==> src/rtl/occupancy_grid_frontier_update_unit_defines.svh <==
// Assertion macros shared by the occupancy grid frontier update unit
`ifndef OCCUPANCY_GRID_FRONTIER_UPDATE_UNIT_DEFINES_SVH
`define OCCUPANCY_GRID_FRONTIER_UPDATE_UNIT_DEFINES_SVH

// check on every clock edge outside reset
`define OGF_ASSERT(lbl, prop, msg) \
	lbl: assert property (@(posedge clk) disable iff (!arst_n) (prop)) else $error(msg);

// check on every clock edge, reset included
`define OGF_ASSERT_ALWAYS(lbl, prop, msg) \
	lbl: assert property (@(posedge clk) (prop)) else $error(msg);

`endif

==> src/rtl/ogf_pkg.sv <==
// Package: map geometry, cell encoding, item and result types, helpers
`default_nettype none
package ogf_pkg;

	localparam int MAP_WIDTH  = 64;
	localparam int MAP_HEIGHT = 64;
	localparam int XW         = $clog2(MAP_WIDTH);
	localparam int YW         = $clog2(MAP_HEIGHT);
	localparam int AW         = XW + YW;
	localparam int CELLS      = MAP_WIDTH * MAP_HEIGHT;
	localparam int RW         = 7;
	localparam int CW         = 13;
	localparam int SW         = 16;
	localparam int MW         = (XW > YW) ? XW : YW;
	localparam int DW         = 2 * MW + 1;
	localparam int PAW        = 3;

	localparam logic [CW-1:0] CNT_MAX = '1;

	localparam logic [PAW-1:0] REG_MAP_WIDTH  = PAW'(0);
	localparam logic [PAW-1:0] REG_MAP_HEIGHT = PAW'(4);

	localparam logic [2:0] NB_CENTER = 3'd0;
	localparam logic [2:0] NB_LEFT   = 3'd1;
	localparam logic [2:0] NB_RIGHT  = 3'd2;
	localparam logic [2:0] NB_UP     = 3'd3;
	localparam logic [2:0] NB_DOWN   = 3'd4;
	localparam logic [2:0] NB_END    = 3'd5;

	typedef enum logic [1:0] {
		CS_UNKNOWN = 2'd0,
		CS_FREE    = 2'd1,
		CS_OCC     = 2'd2,
		CS_FRONT   = 2'd3
	} cell_state_t;

	typedef struct packed {
		logic        mark;
		cell_state_t state;
	} cell_word_t;

	typedef enum logic {
		ACT_SENSE  = 1'b0,
		ACT_COMMIT = 1'b1
	} action_t;

	typedef struct packed {
		action_t       action;
		logic [XW-1:0] x;
		logic [YW-1:0] y;
		logic          occ;
		logic [XW-1:0] dx;
		logic [YW-1:0] dy;
	} item_t;

	typedef struct packed {
		logic          found;
		logic [XW-1:0] x;
		logic [YW-1:0] y;
		logic [SW-1:0] stamp;
		logic [CW-1:0] frontier_total;
		logic [CW-1:0] free_total;
		logic [CW-1:0] occupied_total;
	} result_t;

	typedef struct packed {
		logic clearing;
		logic res_valid;
	} eng_stat_t;

	typedef enum logic [3:0] {
		ST_CLEAR,
		ST_IDLE,
		ST_S_SEL,
		ST_S_EV,
		ST_C_RD,
		ST_C_EV,
		ST_N_SEL,
		ST_N_EV,
		ST_FIN,
		ST_REPORT
	} eng_state_t;

	function automatic logic nb_valid(input logic [2:0] k, input logic [XW-1:0] x,
		input logic [YW-1:0] y, input logic [RW-1:0] w, input logic [RW-1:0] h);
		logic ok;
		logic [RW-1:0] xe;
		logic [RW-1:0] ye;
		xe = RW'(x);
		ye = RW'(y);
		case (k)
			NB_CENTER: ok = (xe < w) && (ye < h);
			NB_LEFT:   ok = (xe != '0) && (xe < w) && (ye < h);
			NB_RIGHT:  ok = (xe + RW'(1) < w) && (ye < h);
			NB_UP:     ok = (ye != '0) && (xe < w) && (ye < h);
			NB_DOWN:   ok = (ye + RW'(1) < h) && (xe < w);
			default:   ok = 1'b0;
		endcase
		return ok;
	endfunction

	function automatic logic [AW-1:0] nb_addr(input logic [2:0] k, input logic [XW-1:0] x,
		input logic [YW-1:0] y);
		logic [XW-1:0] nx;
		logic [YW-1:0] ny;
		nx = x;
		ny = y;
		case (k)
			NB_LEFT:  nx = x - XW'(1);
			NB_RIGHT: nx = x + XW'(1);
			NB_UP:    ny = y - YW'(1);
			NB_DOWN:  ny = y + YW'(1);
			default:  begin
				nx = x;
				ny = y;
			end
		endcase
		return {ny, nx};
	endfunction

endpackage
`default_nettype wire

==> src/rtl/ogf_front.sv <==
// Front end: accept items, drop sensed cells outside the region, queue the rest
`default_nettype none
module ogf_front
	import ogf_pkg::*;
(
	input  wire logic          clk,
	input  wire logic          arst_n,
	input  wire logic          push,
	output logic               full,
	input  wire item_t         item_in,
	input  wire logic [RW-1:0] w,
	input  wire logic [RW-1:0] h,
	input  wire logic          clearing,
	input  wire logic          item_pop,
	output logic               item_valid,
	output item_t              item_out
);

	item_t      fifo_q [2];
	logic       wr_ptr_q;
	logic       rd_ptr_q;
	logic [1:0] cnt_q;
	logic       xfer;
	logic       keep;
	logic       do_wr;
	logic       do_rd;

	assign full       = (cnt_q == 2'd2) || clearing;
	assign xfer       = push && !full;
	assign keep       = (item_in.action == ACT_COMMIT) ||
		nb_valid(NB_CENTER, item_in.x, item_in.y, w, h);
	assign do_wr      = xfer && keep;
	assign item_valid = (cnt_q != 2'd0);
	assign do_rd      = item_pop && item_valid;
	assign item_out   = fifo_q[rd_ptr_q];

	always_ff @(posedge clk) begin
		if (do_wr) begin
			fifo_q[wr_ptr_q] <= item_in;
		end
	end

	always_ff @(posedge clk or negedge arst_n) begin
		if (!arst_n) begin
			wr_ptr_q <= 1'b0;
			rd_ptr_q <= 1'b0;
			cnt_q    <= 2'd0;
		end else begin
			if (do_wr) begin
				wr_ptr_q <= !wr_ptr_q;
			end
			if (do_rd) begin
				rd_ptr_q <= !rd_ptr_q;
			end
			cnt_q <= cnt_q + 2'(do_wr) - 2'(do_rd);
		end
	end

endmodule
`default_nettype wire

==> config.mk <==
export PLATFORM = sky130hd
export DESIGN_NAME = ogf_front
export DESIGN_NICKNAME = d
export VERILOG_FILES = /design/src/rtl/occupancy_grid_frontier_update_unit_defines.svh /design/src/rtl/ogf_pkg.sv /design/src/rtl/ogf_front.sv
export SDC_FILE = /design/constraint.sdc
export NUM_CORES = 1
export LEC_CHECK = 0
export BUFFER_PORTS_ARGS = -buffer_cell sky130_fd_sc_hd__buf_2
export CORE_MARGIN = 5
export CORE_UTILIZATION = 46
export DETAILED_ROUTE_END_ITERATION = 10
export GPL_TIMING_DRIVEN = 0
export PLACE_DENSITY_LB_ADDON = 0.1
export SETUP_SLACK_MARGIN = 0.02
export SLEW_MARGIN = 30
export SYNTH_ARGS = -nofsm -noshare
export SYNTH_HDL_FRONTEND = slang
export SYNTH_SLANG_ARGS = --single-unit
==> constraint.sdc <==
create_clock -name clk -period 2.75 [get_ports clk]
set_clock_uncertainty 0.15 [all_clocks]
set_input_delay 0.1375 -clock clk [delete_from_list [all_inputs] [get_ports clk]]
set_output_delay 0.1375 -clock clk [all_outputs]
set_load 0.05 [all_outputs]
==> results by group, run 1 <==
Run status
  – Status: complete, no violations

Synth
  – Cell Area, Synth: 0.00238 mm^2
  – Total nets after synthesis: 197
  – Yosys cell types: 22
  – Yosys top cell by area: edfxtp_1
  – Post-synthesis register bit count: 56
  – Synthesized area per cell: 17.0 um^2
  – Number of synthesis warnings: 0
  – Share of the synthesized area in the top cell type: 65.5%
  – Synth area leaders: edfxtp_1, mux2_2, ha_1, dfrtp_1, inv_1
  – Post-synthesis sequential area ratio: 69.7%
  – Synth Instances: 140

Routing
  – Total wire length: 4650 um
  – Via/cell ratio: 4.73
  – Via count: 1512
  – Initial detailed-routing violation count: 73
  – Drt pass-1 iters: 4
  – Drt wl/cell: 14.5 um
  – ANT nets after route: 0
  – DRC: 0

CTS
  – Root buf cell: clkbuf_8
  – Num CTS Buffers: 5
  – Max clock buf depth: 2
  – Clk pin slew, worst setup/hold paths: 0.09 ns
  – Clock Latency Late Sink: 0.30 ns
  – CTS tree: done
  – CTS H-tree depth: 2
  – Clock Sinks: 56

Die
  – Chip width: 82 um
  – FP Rows: 26
  – Die height: 82 um
  – Core ar.: 0.00507 mm^2
  – Starting density of the core: 47.0%
  – Die area: 0.00672 mm^2
  – I/O pin cnt: 73

Global route
  – Largest net degree at the start of global routing: 27
  – Vias in the first global route: 1544
  – Total congestion overflow: 0
  – Initial antenna violation count: 0
  – Total global-route track usage: 14.7%
  – First-pass GRT wire length: 7130 um

STA
  – Minimum clock period: 2.65 ns
  – Max-slew violations: 0
  – Worst Tran Pin Value: 0.776 ns
  – Max-slew headroom: 48.0%
  – Max frequency: 0.377 GHz
  – Tcrit/Tclk final: 96.4%
  – Final setup fails: 0
  – Fin worst setup slack: 0.100 ns
  – RSZ-0062 raised after global routing: yes
  – Hold Fails Final Rpt: 0

Power
  – Worst vdd ir: 0.575 mV
  – PwrDens: 909 mW/mm^2
  – Design Power: 2.96 mW
  – Lkg Pwr: 1.34 nW

Layout
  – Post-route insts no fill: 320
  – Layout cells sized above 1: 46.0%
  – Most frequent cells in the layout: buf_2, edfxtp_1, dlygate4sd3_1
  – Ant. Diodes: 0
  – Most common cell after layout, fill and taps aside: buf_2
  – Final net count: 306
  – Syn-to-layout area delta: 36.3%
  – Util after Layout: 64.1%

Placed design
  – Pre-CTS setup slack: 0.126 ns
  – Placed Cells: 282
  – Port bufs: 72
  – DPL Wire Length: 3190 um
  – RD Place Congestion: 0.779

Hold path
  – Hold EP: wr_ptr_q$_DFFE_PN0P_
  – Hold path start: push
  – Hold Crit Class: in2reg
  – WHS Path Cells: 4

Critical path
  – Critical path class: in2reg
  – CP max FO: 13
  – Worst path arrival time: 2.44 ns
  – CP Launch Type: input port
  – Worst r2r dst: fifo_q[1][18]$_DFFE_PP_
  – R2R Setup Slk: 0.42 ns
  – Reg2Reg Depth: 5
  – Worst R2R Start: cnt_q[0]$_DFF_PN0_
  – Worst Path Required: 2.54 ns
  – CP endpoint kind: register

Flow run
  – Maxcap violations: 0
[final cells by class]
| class | instances | area (um^2) |
|---|---|---|
| Clock buffer | 5 | 68.8 |
| Timing Repair Buffer | 101 | 651 |
| Inverter | 16 | 60.1 |
| Buffer | 3 | 15.0 |
| Multi-Input combinational cell | 66 | 669 |
| Fill cell | 419 | 1820 |
| Clock inverter | 3 | 37.5 |
| Sequential cell | 56 | 1660 |
| Tap cell | 70 | 87.6 |
[where the power goes]
group          switching [mW]  leakage (nW)  internal [mW]  total (mW)
sequential             0.0520         0.522           1.08        1.14
combinational           0.883         0.762          0.419        1.30
clock                   0.252        0.0532          0.266       0.517
total                    1.19          1.34           1.77        2.96
[through the flow]
| step | area (um^2) | setup TNS (ns) | hold slack (ns) |
|---|---|---|---|
| 2_1_floorplan | 2390 | 0 | -0.308 |
| 3_3_place_gp | 2840 | -13.52 | -0.206 |
| 3_5_place_dp | 2850 | 0 | -0.202 |
| 4_1_cts | 3240 | 0 | 0.138 |
| 5_1_grt | 3250 | 0 | 0.173 |
| 6_report | 3250 | 0 | 0.159 |
[routing by layer]
layer | vias to the layer above | part of all wire, % | global-route usage, %
met2 | 41 | 52 | 26.5
met5 | - | 0 | 0
met3 | 6 | 5.3 | 4.28
met1 | 726 | 41 | 16.6
met4 | 0 | 1.1 | 4.49
li1 | 739 | - | -
[flip-flops by register name, indices dropped and copies added, names as in the netlist]
| register | count |
|---|---|
| rd_ptr_q | 1 |
| cnt_q | 2 |
| fifo_q | 52 |
| wr_ptr_q | 1 |
[worst max-delay path: stages]
cell and delay [ns]:
dlygate4sd3_1 0.53, buf_2 0.14, ha_1 0.20, a21oi_2 0.12, o32a_1 0.14, nand4_1 0.11, o31a_4 0.42, nor2b_2 0.64
[timing repair]
action,CTS,global route
buffers inserted,0,0
setup endpoints to repair,0,26
resized for setup,0,0
endpoints found under the hold margin,57,0
hold buffers,29,0
[cells by family (layout without fill, tap and decap cells)]
family                   Yosys count  in the layout  share of synthesized area (%)
flip-flops                        56             56                           69.7
multiplexers                      26             26                           12.3
buffers and inverters             19            128                           3.15
AND/OR/NAND/NOR                   13             14                           3.25
adder cells (fa/ha/maj)           12             12                           6.30
AO/OA/AOI/OAI                     10             10                           3.57
XOR/XNOR                           4              4                           1.78
[how the worst max path moves through the flow]
stage,start,slack (ns),cells after the start,endpoint
floorplan,h[4],0.29,7,fifo_q[1][0]$_DFFE_PP_
finish,item_in[16],0.10,8,fifo_q[1][18]$_DFFE_PP_
global placement,item_in[17],-0.27,7,fifo_q[1][8]$_DFFE_PP_
CTS,item_in[16],0.05,8,fifo_q[1][8]$_DFFE_PP_
detailed placement,item_in[17],0.13,7,fifo_q[1][8]$_DFFE_PP_
global route,item_in[16],0.009,8,fifo_q[1][18]$_DFFE_PP_
[cells in the mapped netlist]
cell type and count:
a21oi_1 5, a21oi_2 1, a21oi_4 1, a22oi_1 1, and2_1 1, buf_2 3
dfrtp_1 4, edfxtp_1 52, ha_1 12, inv_1 16, mux2_2 26, nand2b_1 3
nand3_1 3, nand4_1 3, nor2_1 1, nor2b_2 1, o31a_4 1, o32a_1 1
or2_2 1, xnor2_1 2, xnor2_2 1, xor2_1 1
(Power assumes the default switching activity.)
==> inputs of run 2 (changes only) <==
--- a/config.mk
+++ b/config.mk
@@ -6,8 +6,10 @@
 export NUM_CORES = 1
 export LEC_CHECK = 0
 export BUFFER_PORTS_ARGS = -buffer_cell sky130_fd_sc_hd__buf_2
+export CELL_PAD_IN_SITES_DETAIL_PLACEMENT = 1
+export CELL_PAD_IN_SITES_GLOBAL_PLACEMENT = 1
 export CORE_MARGIN = 5
-export CORE_UTILIZATION = 46
+export CORE_UTILIZATION = 37
 export DETAILED_ROUTE_END_ITERATION = 10
 export GPL_TIMING_DRIVEN = 0
 export PLACE_DENSITY_LB_ADDON = 0.1
==> run 2 against run 1 <==
Via count shrank 1.3%. Register-to-register slack gained 0.07 ns. Die area grew 21%. Total power grew 0.35%. Worst setup slack gained 0.026 ns. Non-clock buffer count shrank 1. Critical path type unchanged. Largest power group unchanged. Highest routed layer unchanged.
==> results by group, run 2 (same netlist as run 1, synthesis figures left out) <==
Die
  – I/O pin cnt: 73
  – FP Rows: 29
  – Chip width: 90.3 um
  – Die height: 90.3 um
  – Die area: 0.00815 mm^2
  – Core ar.: 0.00631 mm^2
  – Starting density of the core: 37.8%

Layout
  – Biggest register: fifo_q
  – Final net count: 304
  – Layout cells sized above 1: 48.0%
  – Syn-to-layout area delta: 36.6%
  – Max reg flops: 52
  – Ant. Diodes: 0
  – Util after Layout: 51.6%
  – Most frequent cells in the layout: buf_2, edfxtp_1, dlygate4sd3_1
  – Most common cell after layout, fill and taps aside: buf_2
  – Largest regs: fifo_q x52, cnt_q x2

Critical path
  – Worst path arrival time: 2.41 ns
  – CP Launch Type: input port
  – Worst r2r dst: fifo_q[1][22]$_DFFE_PP_
  – R2R Setup Slk: 0.49 ns
  – Worst R2R Start: cnt_q[0]$_DFF_PN0_
  – Worst Path Required: 2.54 ns
  – CP endpoint kind: register
  – CP max FO: 26
  – Reg2Reg Depth: 5
  – Critical path class: in2reg

CTS
  – Num CTS Buffers: 5
  – CTS H-tree depth: 2
  – Clock Latency Late Sink: 0.30 ns
  – Clock Sinks: 56
  – Max clock buf depth: 2
  – Clk pin slew, worst setup/hold paths: 0.10 ns
  – Root buf cell: clkbuf_8
  – CTS tree: done

Hold path
  – Hold path start: item_pop
  – Hold EP: rd_ptr_q$_DFFE_PN0P_
  – Hold Crit Class: in2reg
  – WHS Path Cells: 3

STA
  – Tcrit/Tclk final: 95.4%
  – Max-slew violations: 0
  – Max-slew headroom: 47.1%
  – Worst Tran Pin Value: 0.792 ns
  – Setup TNS: 0 ns
  – RSZ-0062 raised after global routing: no
  – Final setup fails: 0
  – Minimum clock period: 2.62 ns
  – Fin worst setup slack: 0.127 ns
  – Hold Fails Final Rpt: 0
  – Max frequency: 0.381 GHz

Flow run
  – Maxcap violations: 0

Routing
  – Via count: 1492
  – Total wire length: 5120 um
  – ANT nets after route: 0
  – Drt wl/cell: 15.7 um
  – Initial detailed-routing violation count: 25
  – Drt pass-1 iters: 4
  – Via/cell ratio: 4.59
  – DRC: 0

Global route
  – Largest net degree at the start of global routing: 27
  – First-pass GRT wire length: 8350 um
  – Initial antenna violation count: 0
  – Vias in the first global route: 1701
  – Total global-route track usage: 12.8%
  – Total congestion overflow: 0

Power
  – Lkg Pwr: 1.33 nW
  – Design Power: 2.97 mW
  – PwrDens: 911 mW/mm^2
  – Worst vdd ir: 0.540 mV

Run status
  – Status: complete, no violations

Placed design
  – DPL Wire Length: 3590 um
  – Pre-CTS setup slack: 0.102 ns
  – Port bufs: 72
  – RD Place Congestion: 0.796
==> run 2: worst max-delay path: stages <==
cell and delay, ns:
dlygate4sd3_1 0.53, buf_2 0.13, ha_1 0.20, a21oi_2 0.13
o32a_1 0.17, nand4_1 0.13, o31a_4 0.35, nor2b_4 0.64
==> run 2: cell type report <==
type	instances	area, um^2
inverters	16	60.1
plain buffers	3	15.0
clock inverters	3	42.5
repair buffers	100	641
flip-flops and latches	56	1660
clock buffers	5	68.8
fillers	659	3060
well taps	77	96.3
multi-input cells	65	672
==> run 2: how the worst max path moves through the flow <==
stage / slack [ns] / endpoint / startpoint / cells past startpoint
2_1_floorplan: 0.29 / fifo_q[1][0]$_DFFE_PP_ / h[4] / 7
3_3_place_gp: -0.30 / fifo_q[1][10]$_DFFE_PP_ / item_in[17] / 7
3_5_place_dp: 0.10 / fifo_q[1][10]$_DFFE_PP_ / item_in[17] / 7
4_1_cts: 0.02 / fifo_q[1][22]$_DFFE_PP_ / item_in[16] / 8
5_1_grt: 0.03 / fifo_q[1][0]$_DFFE_PP_ / item_in[21] / 7
6_report: 0.13 / fifo_q[1][22]$_DFFE_PP_ / item_in[16] / 8
==> run 2: power by group <==
group          total, mW  internal (mW)  switching [mW]
sequential          1.14           1.08          0.0530
clock              0.531          0.270           0.262
combinational       1.30          0.414           0.882
==> run 2: metal layers <==
layer	up-vias	wire length, um	global-route usage [%]
met5	-	0	0
met3	8	230	3.25
met1	704	2010	14.6
met4	0	96	4.09
met2	46	2780	23.1
li1	734	-	-
==> run 2: metrics by stage <==
| step | area (um^2) | cells | hold slack (ns) |
|---|---|---|---|
| final | 3260 | 325 | 0.0382 |
| after global placement | 2840 | 289 | -0.205 |
| after CTS | 3250 | 325 | 0.00836 |
| after global routing | 3260 | 325 | 0.0308 |
| after detailed placement | 2850 | 289 | -0.204 |
| after floorplan | 2390 | 140 | -0.308 |
==> run 2: repair_timing <==
action                     4_1_cts  5_1_grt
hold endpoints to repair        56        0
setup endpoints to repair        0       52
setup buffers                    0        0
hold buffers                    28        0
resized for setup                0        3
